**src/rtl/ptq_pkg.sv**
```systemverilog
package ptq_pkg;

	localparam int TAG_W  = 16;
	localparam int TIME_W = 8;
	localparam int PRI_W  = 4;

	localparam logic OP_PUSH = 1'b0;
	localparam logic OP_POP  = 1'b1;

	localparam logic ST_DONE    = 1'b0;
	localparam logic ST_REFUSED = 1'b1;

	localparam logic MODE_STACK = 1'b0;
	localparam logic MODE_QUEUE = 1'b1;

	typedef struct packed {
		logic [TAG_W-1:0]  tag;
		logic [TIME_W-1:0] run_time;
		logic [PRI_W-1:0]  pri;
	} ptq_entry_t;

	typedef struct packed {
		logic push;
		logic refuse;
		logic start;
		logic scan;
		logic remove;
		logic load_pop;
	} ptq_cmd_t;

	typedef struct packed {
		logic empty;
		logic out_ready;
		logic last;
	} ptq_sts_t;

endpackage

```
**src/rtl/ptq_ctrl.sv**
```systemverilog
module ptq_ctrl (
	input  logic              clk,
	input  logic              arst_n,
	input  logic              in_valid,
	output logic              in_stall,
	input  logic              opcode,
	input  ptq_pkg::ptq_sts_t sts,
	output ptq_pkg::ptq_cmd_t cmd
);

	localparam logic [1:0] S_IDLE   = 2'd0;
	localparam logic [1:0] S_SCAN   = 2'd1;
	localparam logic [1:0] S_REMOVE = 2'd2;
	localparam logic [1:0] S_DONE   = 2'd3;

	logic [1:0] state_q;
	logic [1:0] state_d;

	always_comb begin
		cmd      = '0;
		in_stall = 1'b1;
		state_d  = state_q;
		unique case (state_q)
			S_IDLE: begin
				in_stall = !sts.out_ready;
				if (in_valid && sts.out_ready) begin
					if (opcode == ptq_pkg::OP_PUSH) begin
						cmd.push = 1'b1;
					end else if (sts.empty) begin
						cmd.refuse = 1'b1;
					end else begin
						cmd.start = 1'b1;
						state_d   = S_SCAN;
					end
				end
			end
			S_SCAN: begin
				cmd.scan = 1'b1;
				if (sts.last) begin
					state_d = S_REMOVE;
				end
			end
			S_REMOVE: begin
				cmd.remove = 1'b1;
				if (sts.last) begin
					state_d = S_DONE;
				end
			end
			S_DONE: begin
				if (sts.out_ready) begin
					cmd.load_pop = 1'b1;
					state_d      = S_IDLE;
				end
			end
			default: begin
				state_d = S_IDLE;
			end
		endcase
	end

	always_ff @(posedge clk or negedge arst_n) begin
		if (!arst_n) begin
			state_q <= S_IDLE;
		end else begin
			state_q <= state_d;
		end
	end

endmodule

```
**src/rtl/ptq_dp.sv**
```systemverilog
module ptq_dp #(
	parameter int CAPACITY = 16,
	parameter int LEVELS   = 10,
	parameter int CNT_W    = $clog2(CAPACITY + 1)
) (
	input  logic                       clk,
	input  logic                       arst_n,
	input  logic                       cfg_we,
	input  logic                       cfg_wdata,
	input  logic [ptq_pkg::TAG_W-1:0]  task_tag,
	input  logic [ptq_pkg::TIME_W-1:0] task_time,
	input  logic [ptq_pkg::PRI_W-1:0]  task_priority,
	input  ptq_pkg::ptq_cmd_t          cmd,
	output ptq_pkg::ptq_sts_t          sts,
	output logic                       out_valid,
	input  logic                       out_stall,
	output logic                       status,
	output logic [ptq_pkg::TAG_W-1:0]  out_tag,
	output logic [ptq_pkg::TIME_W-1:0] out_time,
	output logic [ptq_pkg::PRI_W-1:0]  out_priority,
	output logic [CNT_W-1:0]           occupancy
);

	localparam logic [CNT_W-1:0] CAP_CNT = CNT_W'(CAPACITY);
	localparam logic [CNT_W-1:0] ONE_CNT = CNT_W'(1);

	ptq_pkg::ptq_entry_t slot_q [CAPACITY];
	ptq_pkg::ptq_entry_t best_q;
	ptq_pkg::ptq_entry_t new_entry;

	logic [CNT_W-1:0] count_q;
	logic [CNT_W-1:0] step_q;
	logic [CNT_W-1:0] best_idx_q;
	logic             found_q;
	logic             dropped_q;
	logic             order_mode_q;

	logic             out_valid_q;
	logic             status_q;
	logic [ptq_pkg::TAG_W-1:0]  out_tag_q;
	logic [ptq_pkg::TIME_W-1:0] out_time_q;
	logic [ptq_pkg::PRI_W-1:0]  out_pri_q;
	logic [CNT_W-1:0]           occ_q;

	logic pri_ok;
	logic push_ok;
	logic at_best;
	logic drop;
	logic shift;
	logic take;

	assign new_entry = '{tag: task_tag, run_time: task_time, pri: task_priority};

	assign pri_ok  = (task_priority != '0) && (task_priority <= ptq_pkg::PRI_W'(LEVELS));
	assign push_ok = cmd.push && pri_ok && (count_q != CAP_CNT);
	assign at_best = (step_q == best_idx_q);
	assign drop    = cmd.remove && at_best;
	assign shift   = cmd.scan || cmd.remove;

	assign take = !found_q || (slot_q[0].pri < best_q.pri)
		|| ((order_mode_q == ptq_pkg::MODE_STACK) && (slot_q[0].pri == best_q.pri));

	assign sts.empty     = (count_q == '0);
	assign sts.out_ready = !out_valid_q || !out_stall;
	assign sts.last      = dropped_q ? (step_q == count_q) : (step_q == count_q - ONE_CNT);

	for (genvar i = 0; i < CAPACITY; i++) begin : g_slot
		localparam logic [CNT_W-1:0] I0 = CNT_W'(i);
		localparam logic [CNT_W-1:0] I1 = CNT_W'(i + 1);
		if (i < CAPACITY - 1) begin : g_mid
			always_ff @(posedge clk) begin
				if (push_ok && (count_q == I0)) begin
					slot_q[i] <= new_entry;
				end else if (shift) begin
					if (I1 < count_q) begin
						slot_q[i] <= slot_q[i+1];
					end else if ((I1 == count_q) && !drop) begin
						slot_q[i] <= slot_q[0];
					end
				end
			end
		end else begin : g_end
			always_ff @(posedge clk) begin
				if (push_ok && (count_q == I0)) begin
					slot_q[i] <= new_entry;
				end else if (shift && (I1 == count_q) && !drop) begin
					slot_q[i] <= slot_q[0];
				end
			end
		end
	end

	always_ff @(posedge clk or negedge arst_n) begin
		if (!arst_n) begin
			count_q      <= '0;
			step_q       <= '0;
			best_idx_q   <= '0;
			found_q      <= 1'b0;
			dropped_q    <= 1'b0;
			order_mode_q <= ptq_pkg::MODE_STACK;
			out_valid_q  <= 1'b0;
		end else begin
			if (cfg_we) begin
				order_mode_q <= cfg_wdata;
			end
			if (push_ok) begin
				count_q <= count_q + ONE_CNT;
			end else if (drop) begin
				count_q <= count_q - ONE_CNT;
			end
			if (cmd.start) begin
				step_q    <= '0;
				found_q   <= 1'b0;
				dropped_q <= 1'b0;
			end else if (cmd.scan) begin
				step_q <= sts.last ? '0 : step_q + ONE_CNT;
				if (take) begin
					found_q    <= 1'b1;
					best_idx_q <= step_q;
				end
			end else if (cmd.remove) begin
				step_q <= step_q + ONE_CNT;
				if (drop) begin
					dropped_q <= 1'b1;
				end
			end
			if (cmd.push || cmd.refuse || cmd.load_pop) begin
				out_valid_q <= 1'b1;
			end else if (!out_stall) begin
				out_valid_q <= 1'b0;
			end
		end
	end

	always_ff @(posedge clk) begin
		if (cmd.scan && take) begin
			best_q <= slot_q[0];
		end
		if (cmd.push) begin
			status_q   <= push_ok ? ptq_pkg::ST_DONE : ptq_pkg::ST_REFUSED;
			out_tag_q  <= '0;
			out_time_q <= '0;
			out_pri_q  <= '0;
			occ_q      <= push_ok ? count_q + ONE_CNT : count_q;
		end else if (cmd.refuse) begin
			status_q   <= ptq_pkg::ST_REFUSED;
			out_tag_q  <= '0;
			out_time_q <= '0;
			out_pri_q  <= '0;
			occ_q      <= count_q;
		end else if (cmd.load_pop) begin
			status_q   <= ptq_pkg::ST_DONE;
			out_tag_q  <= best_q.tag;
			out_time_q <= best_q.run_time;
			out_pri_q  <= best_q.pri;
			occ_q      <= count_q;
		end
	end

	assign out_valid    = out_valid_q;
	assign status       = status_q;
	assign out_tag      = out_tag_q;
	assign out_time     = out_time_q;
	assign out_priority = out_pri_q;
	assign occupancy    = occ_q;

endmodule

```
**src/rtl/priority_task_queue_core.sv**
```systemverilog
// Bounded priority task store. Each request is a push (tag, run time, priority
// 1..LEVELS) or a pop of the waiting task with the lowest priority number; ties
// go newest first when order_mode is 0 and oldest first when it is 1. Every
// request returns one result with a status (1 = refused: store full, priority
// out of range, or pop from an empty store) and the number of tasks left. A push
// or a refused pop is answered at the accept edge and the next request can be
// taken in the following cycle. A pop keeps the block busy after its accept:
// the tasks sit in a ring of slot registers that rotates one slot per cycle,
// once to find the winner and once more to close the gap it leaves. The output
// register lets a new request in while the previous result is still held, as
// long as that result is not stalled.
module priority_task_queue_core #(
	parameter int CAPACITY = 16,
	parameter int LEVELS   = 10,
	localparam int CNT_W   = $clog2(CAPACITY + 1)
) (
	input  logic                       clk,
	input  logic                       arst_n,
	input  logic                       cfg_we,
	input  logic                       cfg_wdata,
	input  logic                       in_valid,
	output logic                       in_stall,
	input  logic                       opcode,
	input  logic [ptq_pkg::TAG_W-1:0]  task_tag,
	input  logic [ptq_pkg::TIME_W-1:0] task_time,
	input  logic [ptq_pkg::PRI_W-1:0]  task_priority,
	output logic                       out_valid,
	input  logic                       out_stall,
	output logic                       status,
	output logic [ptq_pkg::TAG_W-1:0]  out_tag,
	output logic [ptq_pkg::TIME_W-1:0] out_time,
	output logic [ptq_pkg::PRI_W-1:0]  out_priority,
	output logic [CNT_W-1:0]           occupancy
);

	ptq_pkg::ptq_cmd_t cmd;
	ptq_pkg::ptq_sts_t sts;

	ptq_ctrl u_ctrl (
		.clk      (clk),
		.arst_n   (arst_n),
		.in_valid (in_valid),
		.in_stall (in_stall),
		.opcode   (opcode),
		.sts      (sts),
		.cmd      (cmd)
	);

	ptq_dp #(
		.CAPACITY (CAPACITY),
		.LEVELS   (LEVELS),
		.CNT_W    (CNT_W)
	) u_dp (
		.clk           (clk),
		.arst_n        (arst_n),
		.cfg_we        (cfg_we),
		.cfg_wdata     (cfg_wdata),
		.task_tag      (task_tag),
		.task_time     (task_time),
		.task_priority (task_priority),
		.cmd           (cmd),
		.sts           (sts),
		.out_valid     (out_valid),
		.out_stall     (out_stall),
		.status        (status),
		.out_tag       (out_tag),
		.out_time      (out_time),
		.out_priority  (out_priority),
		.occupancy     (occupancy)
	);

endmodule

```
**config.mk**
```make
export PLATFORM = sky130hd
export DESIGN_NAME = priority_task_queue_core
export DESIGN_NICKNAME = d
export VERILOG_FILES = /design/src/rtl/ptq_pkg.sv /design/src/rtl/ptq_ctrl.sv /design/src/rtl/ptq_dp.sv /design/src/rtl/priority_task_queue_core.sv
export SDC_FILE = /design/constraint.sdc
export NUM_CORES = 1
export LEC_CHECK = 0
export ABC_AREA = 1
export BUFFER_PORTS_ARGS = -buffer_cell sky130_fd_sc_hd__buf_2
export CORE_MARGIN = 8
export CORE_UTILIZATION = 37
export DETAILED_ROUTE_END_ITERATION = 10
export GPL_ROUTABILITY_DRIVEN = 0
export PLACE_DENSITY = 0.57
export SYNTH_ARGS = -nofsm -noshare
export SYNTH_HDL_FRONTEND = slang
export SYNTH_HIERARCHICAL = 1
export SYNTH_SLANG_ARGS = --single-unit
```
**constraint.sdc**
```tcl
create_clock -name clk -period 4.29 [get_ports clk]
set_clock_uncertainty 0.1 [all_clocks]
set_input_delay 0.6435 -clock clk [delete_from_list [all_inputs] [get_ports clk]]
set_output_delay 0.6435 -clock clk [all_outputs]
set_load 0.03 [all_outputs]
```
==> flow_summary_export.csv, run 1 <==
group,metric,value,unit
run_status,status,"completed",
worst_setup_path,cpPeakStageDelay,730,ps
timing,rsz0062_at_grt,"false",
die,top_level_ports,71,
timing,setup_violations,0,
worst_setup_path,crit_required,4560,ps
worst_setup_path,crit_slowest_cell,"nand2_2",
timing,post-route-period-util,0.840,
timing,hold_viol,0,
global_route,track_usage,0.161,
die,core-area,0.0741,sq mm
place,numPortBuffers,70,
power_and_ir_drop,power_density,877,mW/mm^2
clock_network,clock-sinks,531,
route,wl_met2,29000,microns
finish,final_util,0.406,
worst_setup_path,r2r_end,"u_dp/slot_q[0][50]",
route,m1WireLength,34300,microns
synth,synthAdderAreaFrac,0.00773,
worst_setup_path,crit_path_start,"u_ctrl/state_q[0]",
run,cap_violations,0,
global_route,grt_pass1_wl,109000,microns
timing,max_freq,277,MHz
global_route,grt_pass1_vias,18249,
finish,nNetsFinal,3105,
power_and_ir_drop,peakVddDrop,475,uV
timing,timing.setup.tns,0,ps
worst_setup_path,arrival,3880,ps
finish,layout-drive-gt1-share,0.0923,
route,dr.pass1.iters,6,
route,routedWlPerCell,16.8,microns
global_route,antenna_found_initial,2,
route,wl_met3,4260,microns
route,num_vias,20889,
clock_network,cts-root-buf,"clkbuf_16",
worst_setup_path,reg2regPathDepth,11,
route,drtIter0Drc,1936,
die,fp.dieW,289,microns
hold_path,hp-class,"in -> reg",
synth,synth_edf_count,482,
finish,nFillCells,7265,
synth,netlist_area,0.0275,sq mm
global_route,grt_max_degree,58,
clock_network,path_clk_slew,60,ps
clock_network,numCtsBuffers,59,
timing,slew_violations,0,
worst_setup_path,cp-start-kind,"flip-flop",
timing,finalCriticalPeriod,3600,ps
worst_setup_path,r2r-start,"u_ctrl/state_q[0]",
global_route,overflow,0,
worst_setup_path,crit_end,"u_dp/slot_q[0][50]",
worst_setup_path,critPathKind,"reg -> reg",
synth,avgSynthCellArea,8.80,sq um
finish,syn_to_final_growth,9.33,%
clock_network,cts_setup_buffers,0,
hold_path,hold_path_depth,3,
route,ant_nets,0,
worst_setup_path,path_max_fanout,56,
die,fp-row-count,100,
route,avgViaCountPerCell,5.13,
worst_setup_path,cpMostUsedCell,"nand2_1",
timing,worst_slew_pin_slew,832,ps
route,highest_layer,"met4",
route,drc_errors,0,
die,die_y,289,microns
synth,ys_async_sr_fraction,0.0395,
synth,synth_top_family_by_area,"simple AND/OR/NAND/NOR gates",
route,routed_wl,68400,microns
synth,synthSimpleGateAreaFrac,0.207,
clock_network,htree_levels,2,
synth,muxShareOfSynthArea,0,
clock_network,clock_path_buffers,3,
worst_setup_path,endpoint_kind,"flip-flop",
worst_setup_path,cp_cell_sequence,"inv_1 > ha_1 > nand2_1 > nor2_1 > nand2_2 > nor2_4 > nand2_4 > nand2_2 > nand2_1 > nand3_1 > nand2_1",
worst_setup_path,setup.reg_to_reg.worst_slack,690,ps
synth,ys_types,41,
synth,synth_compound_area_frac,0.141,
die,dieArea,0.0833,sq mm
power_and_ir_drop,p_leak,12.2,nW
synth,ys_warn_count,6,
place,hpwl,48200,microns
synth,synth_top_flop_cell,"edfxtp_1",
synth,ys_seq_area_frac,0.566,
die,start_util,0.371,
clock_network,cts-resized-gates,0,
synth,synth-seq-cells,531,
synth,synth_nets,3178,
clock_network,clk_latency,620,ps
synth,synthCells,3126,
timing,slew_headroom,0.443,
clock_network,cts_tree,"yes",
synth,synth_xor_area_frac,0.00191,
registers in the layout, indices dropped and copies added (netlist names):
register,flops
u_dp/count_q,5
u_dp/status,1
u_dp/occupancy,5
u_dp/best_q,28
u_ctrl/state_q,2
u_dp/best_idx_q,5
u_dp/out_tag,16
u_dp/dropped_q,1
u_dp/found_q,1
u_dp/order_mode_q,1
u_dp/out_priority,4
u_dp/out_valid,1
u_dp/slot_q,448
u_dp/out_time,8
u_dp/step_q,5
worst min-delay path by stage:
stage | startpoint | slack, ps | endpoint
2_1_floorplan | arst_n | 250 | u_ctrl/state_q[0]
3_3_place_gp | u_dp/out_time[1] | 350 | u_dp/out_time[1]
3_5_place_dp | u_dp/out_priority[0] | 350 | u_dp/out_priority[0]
4_1_cts | cfg_wdata | 100 | u_dp/order_mode_q
5_1_grt | cfg_we | 130 | u_dp/order_mode_q
6_report | cfg_wdata | 140 | u_dp/order_mode_q
routing by layer:
layer	vias up	GRT usage
met2	567	0.240
met3	58	0.0245
met5	-	0
li1	10456	-
met4	0	0.0297
met1	9808	0.248
synthesized netlist by cell type, types with 38 or more instances:
master | number | area share
nor2_1 | 335 | 0.046
nand2_1 | 736 | 0.10
o211ai_1 | 58 | 0.016
nand3_1 | 188 | 0.034
o21ai_0 | 426 | 0.077
o21ai_1 | 42 | 0.0076
inv_1 | 183 | 0.025
buf_4 | 38 | 0.010
clkbuf_1 | 124 | 0.017
buf_2 | 81 | 0.015
a21oi_1 | 205 | 0.037
edfxtp_1 | 482 | 0.53
worst max-delay path, delay by kind of cell, from the launching register on:
| family | cells | cell delay [ps] |
|---|---|---|
| flops | 1 | 410 |
| fa+ha+maj | 1 | 200 |
| simple gates | 9 | 2480 |
| buf+inv | 1 | 120 |
per-stage QoR:
| step | std cells | hold slack, ps | power, mW | instance area, sq um | worst slack (ps) |
|---|---|---|---|---|---|
| final | 4069 | 141 | 26.4 | 30100 | 685 |
| after CTS | 4068 | 96.7 | 26.6 | 30100 | 746 |
| after global routing | 4069 | 132 | 28.6 | 30100 | 372 |
| after detailed placement | 3960 | 352 | 21.7 | 28300 | 523 |
| after global placement | 3960 | 347 | 21.4 | 28300 | 571 |
| after floorplan | 3126 | 248 | 19.0 | 27500 | 736 |
power by group:
part	total (mW)	switching (mW)	internal, mW
clock	4.84	2.05	2.80
combinational	10.6	7.43	3.15
sequential	11.0	1.08	9.88
total	26.4	10.6	15.8
final cells by class:
cell class,count,area (sq um),share of cell area
multi-input combinational,2132,9920,0.330
tap,969,1210,0.0403
clock inverter,19,176,0.00587
timing repair buffer,132,831,0.0276
clock buffer,88,1640,0.0544
sequential,531,15600,0.517
antenna,1,2.50,0.0000832
inverter,197,739,0.0246
cell families after synthesis:
family                   Yosys count
AND/OR/NAND/NOR                 1368
AO/OA/AOI/OAI                    741
flip-flops                       531
buffers and inverters            463
adder cells (fa/ha/maj)           17
XOR/XNOR                           6
cell usage in the layout, fill, tap and decap left out, types with 19 or more instances in the layout:
| master | count |
|---|---|
| nand2_1 | 732 |
| edfxtp_1 | 482 |
| o21ai_0 | 426 |
| nor2_1 | 331 |
| a21oi_1 | 205 |
| inv_1 | 183 |
| nand3_1 | 181 |
| buf_2 | 70 |
| buf_4 | 60 |
| clkbuf_16 | 59 |
| o211ai_1 | 58 |
| o21ai_1 | 41 |
| nand4_1 | 33 |
| dfxtp_1 | 28 |
| clkbuf_1 | 24 |
| dfrtp_1 | 21 |
| or2_2 | 19 |
timing repair:
item                       CTS  global route
setup endpoints to repair    0             0
hold buffers                 1             0
hold endpoints to repair    21             0
Power figures use the tool's default switching activity.
==> run 2, diff against run 1 <==
--- a/config.mk
+++ b/config.mk
@@ -5,13 +5,13 @@
 export SDC_FILE = /design/constraint.sdc
 export NUM_CORES = 1
 export LEC_CHECK = 0
-export ABC_AREA = 1
+export ABC_AREA = 0
 export BUFFER_PORTS_ARGS = -buffer_cell sky130_fd_sc_hd__buf_2
 export CORE_MARGIN = 8
 export CORE_UTILIZATION = 37
 export DETAILED_ROUTE_END_ITERATION = 10
 export GPL_ROUTABILITY_DRIVEN = 0
-export PLACE_DENSITY = 0.57
+export PLACE_DENSITY = 0.59
 export SYNTH_ARGS = -nofsm -noshare
 export SYNTH_HDL_FRONTEND = slang
 export SYNTH_HIERARCHICAL = 1
==> constraint.sdc (replaced) <==
create_clock -name clk -period 3 [get_ports clk]
set_clock_uncertainty 0.1 [all_clocks]
set_input_delay 0.45 -clock clk [delete_from_list [all_inputs] [get_ports clk]]
set_output_delay 0.45 -clock clk [all_outputs]
set_load 0.03 [all_outputs]
==> run 2 against run 1 <==
Against the previous run:
- die area down 3.9%
- combinational power up 46%
- first-iteration DRC count down 5.7%
- synthesized cell count down 23%
- final cell count down 16%
- sequential cell count unchanged
- setup slack worse by 540 ps
- critical path depth down 3
- count of clock-buffer cells in the layout down 7
- sequential power up 43%
- non-clock buffer count up 48
- via count down 9.9%
- critical endpoint is now u_dp/slot_q[1][43]
- largest cell class unchanged
- largest power group unchanged
==> flow_summary_export.csv, run 2 <==
group,metric,value,unit
run_status,status,"completed",
place,place_inst,3306,
route,avgViaCountPerCell,5.51,
power_and_ir_drop,p_leak,11.1,nW
synth,ys_warn_count,6,
synth,muxShareOfSynthArea,0.132,
die,fp.dieW,283,microns
worst_setup_path,crit_slowest_cell,"a311o_2",
synth,synthCells,2407,
synth,yosys-top-cells-area,"edfxtp_1 (55%), mux2i_1 (11%), nand2_1 (6.4%)",
synth,synthAdderAreaFrac,0.00806,
hold_path,hp-class,"in -> reg",
worst_setup_path,cp_cell_sequence,"inv_2 > ha_4 > and4b_2 > o41ai_4 > a211oi_4 > o21ai_2 > and4_4 > a311o_2",
place,place_area,0.0284,sq mm
global_route,grt_pass1_vias,18217,
clock_network,path_clk_slew,60,ps
worst_setup_path,crit_path_start,"u_ctrl/state_q[1]",
global_route,grt_pass1_wl,115000,microns
timing,worst_slew_pin_slew,1010,ps
finish,layout-drive-gt1-share,0.156,
synth,yosys.area.top_type,"edfxtp_1",
synth,ys_async_sr_fraction,0.0395,
finish,layout_common_cells,"edfxtp_1 (482), nand2_1 (447), mux2i_1 (279)",
clock_network,clock_path_buffers,3,
die,die_y,283,microns
route,drc_errors,0,
place,hpwl,46700,microns
synth,synthSimpleGateAreaFrac,0.117,
finish,largest_reg_flops,448,
timing,timing.setup.tns,0,ps
timing,slew_headroom,0.328,
finish,final_util,0.426,
finish,nNetsFinal,2472,
synth,synth_top_flop_cell,"edfxtp_1",
timing,hold_viol,0,
global_route,overflow,0,
finish,regMostFlops,"u_dp/slot_q",
synth,synth_edf_count,482,
timing,postLayoutSetupSlackWorst,142,ps
route,routedWlPerCell,22.2,microns
synth,synth_top_family_by_area,"multiplexers",
run,cap_violations,0,
hold_path,hp-start,"out_stall",
synth,netlist.area_leader.share,0.549,
die,fp-row-count,98,
route,ant_nets,0,
clock_network,htree_levels,2,
timing,max_freq,350,MHz
die,core-area,0.0710,sq mm
timing,setup_violations,0,
power_and_ir_drop,power_density,1250,mW/mm^2
worst_setup_path,endpoint_kind,"flip-flop",
timing,slew_violations,0,
worst_setup_path,critPathKind,"reg -> reg",
timing,timing.hold.ws,139,ps
worst_setup_path,r2r-start,"u_ctrl/state_q[1]",
synth,synth_compound_area_frac,0.108,
power_and_ir_drop,finalPower,38.0,mW
route,num_vias,18811,
die,dieArea,0.0801,sq mm
place,numPortBuffers,70,
place,dp_slack,-13.0,ps
synth,avgSynthCellArea,11.0,sq um
synth,netlist_area,0.0264,sq mm
synth,synth_nets,2459,
power_and_ir_drop,peakVddDrop,849,uV
worst_setup_path,worst_path_dominant_cell_family,"compound AO/OA/AOI/OAI gates",
finish,stdcell_count,3417,
finish,syn_to_final_growth,14.8,%
clock_network,cts-root-buf,"clkbuf_16",
synth,synth.most_common_cell,"edfxtp_1",
finish,final_cell_area,0.0303,sq mm
route,dr.pass1.iters,5,
worst_setup_path,crit_required,3150,ps
clock_network,cts_tree,"yes",
synth,ys_types,65,
worst_setup_path,arrival,3010,ps
worst_setup_path,cpPeakStageDelay,660,ps
synth,yosys-top-cells-count,"edfxtp_1 (482), nand2_1 (450), mux2i_1 (279)",
global_route,grt_max_degree,57,
synth,ys_seq_area_frac,0.590,
global_route,antenna_found_initial,5,
timing,post-route-period-util,0.953,
finish,final_common_cell,"edfxtp_1",
synth,synth-seq-cells,531,
timing,finalCriticalPeriod,2860,ps
worst_setup_path,cp-start-kind,"flip-flop",
synth,synth_xor_area_frac,0.00730,
worst_setup_path,path_buf_inv,1,
clock_network,numCtsBuffers,55,
clock_network,clk_latency,610,ps
die,top_level_ports,71,
worst_setup_path,path_max_fanout,28,
route,routed_wl,75800,microns
global_route,track_usage,0.181,
clock_network,clock-sinks,531,
route,drtIter0Drc,1826,
die,start_util,0.372,
-- run 2: worst register-to-register path, cell delays in order, from the launching register on --
cell and delay (ps):
dfrtp_1 430, inv_2 120, ha_4 160, and4b_2 310, o41ai_4 130, a211oi_4 300, o21ai_2 90, and4_4 200
a311o_2 660
-- run 2: report_power, final --
part / switching (mW) / internal (mW)
combinational: 9.86 / 5.69
sequential: 2.22 / 13.4
clock: 2.95 / 3.79
total: 15.0 / 22.9
-- run 2: path summary, 6_finish.rpt --
check / end / slack, ps / cells past startpoint
min in group asynchronous: u_dp/order_mode_q / 250 / 2
worst min register to register: u_dp/out_time[5] / 380 / 2
worst min-delay path: u_dp/out_valid / 140 / 4
worst max register to register: u_dp/slot_q[1][43] / 140 / 8
worst max-delay path: u_dp/slot_q[1][43] / 140 / 8
max in group asynchronous: u_dp/out_valid / 2160 / 2
-- run 2: layout make-up --
class	instances	area [sq um]
clock inverter	22	186
multi-input combinational	1641	10100
sequential	531	15600
fill	6553	40700
timing repair buffer	180	1620
antenna	1	2.50
clock buffer	81	1570
inverter	11	43.8
tap	950	1190
-- run 2: per-layer routing --
metal | GRT usage | vias up | part of all wire
met5 | 0 | - | 0.00061
met4 | 0.0502 | 8 | 0.026
met3 | 0.0294 | 123 | 0.066
met2 | 0.307 | 706 | 0.49
met1 | 0.239 | 9293 | 0.42
li1 | - | 8681 | -
-- run 2: kinds of logic after synthesis --
| logic type | count (synthesis) |
|---|---|
| compound gates | 494 |
| mux | 341 |
| buf+inv | 235 |
| flops | 531 |
| simple gates | 767 |
| xor+xnor | 22 |
| fa+ha+maj | 17 |
-- run 2: repair_timing --
item | 4_1_cts | 5_1_grt
endpoints found under the hold margin | 22 | 0
pin swaps | 0 | 3
cloned | 0 | 1
hold buffers | 3 | 0
setup endpoints to repair | 28 | 183
setup buffers | 0 | 3
gates resized for setup | 1 | 13
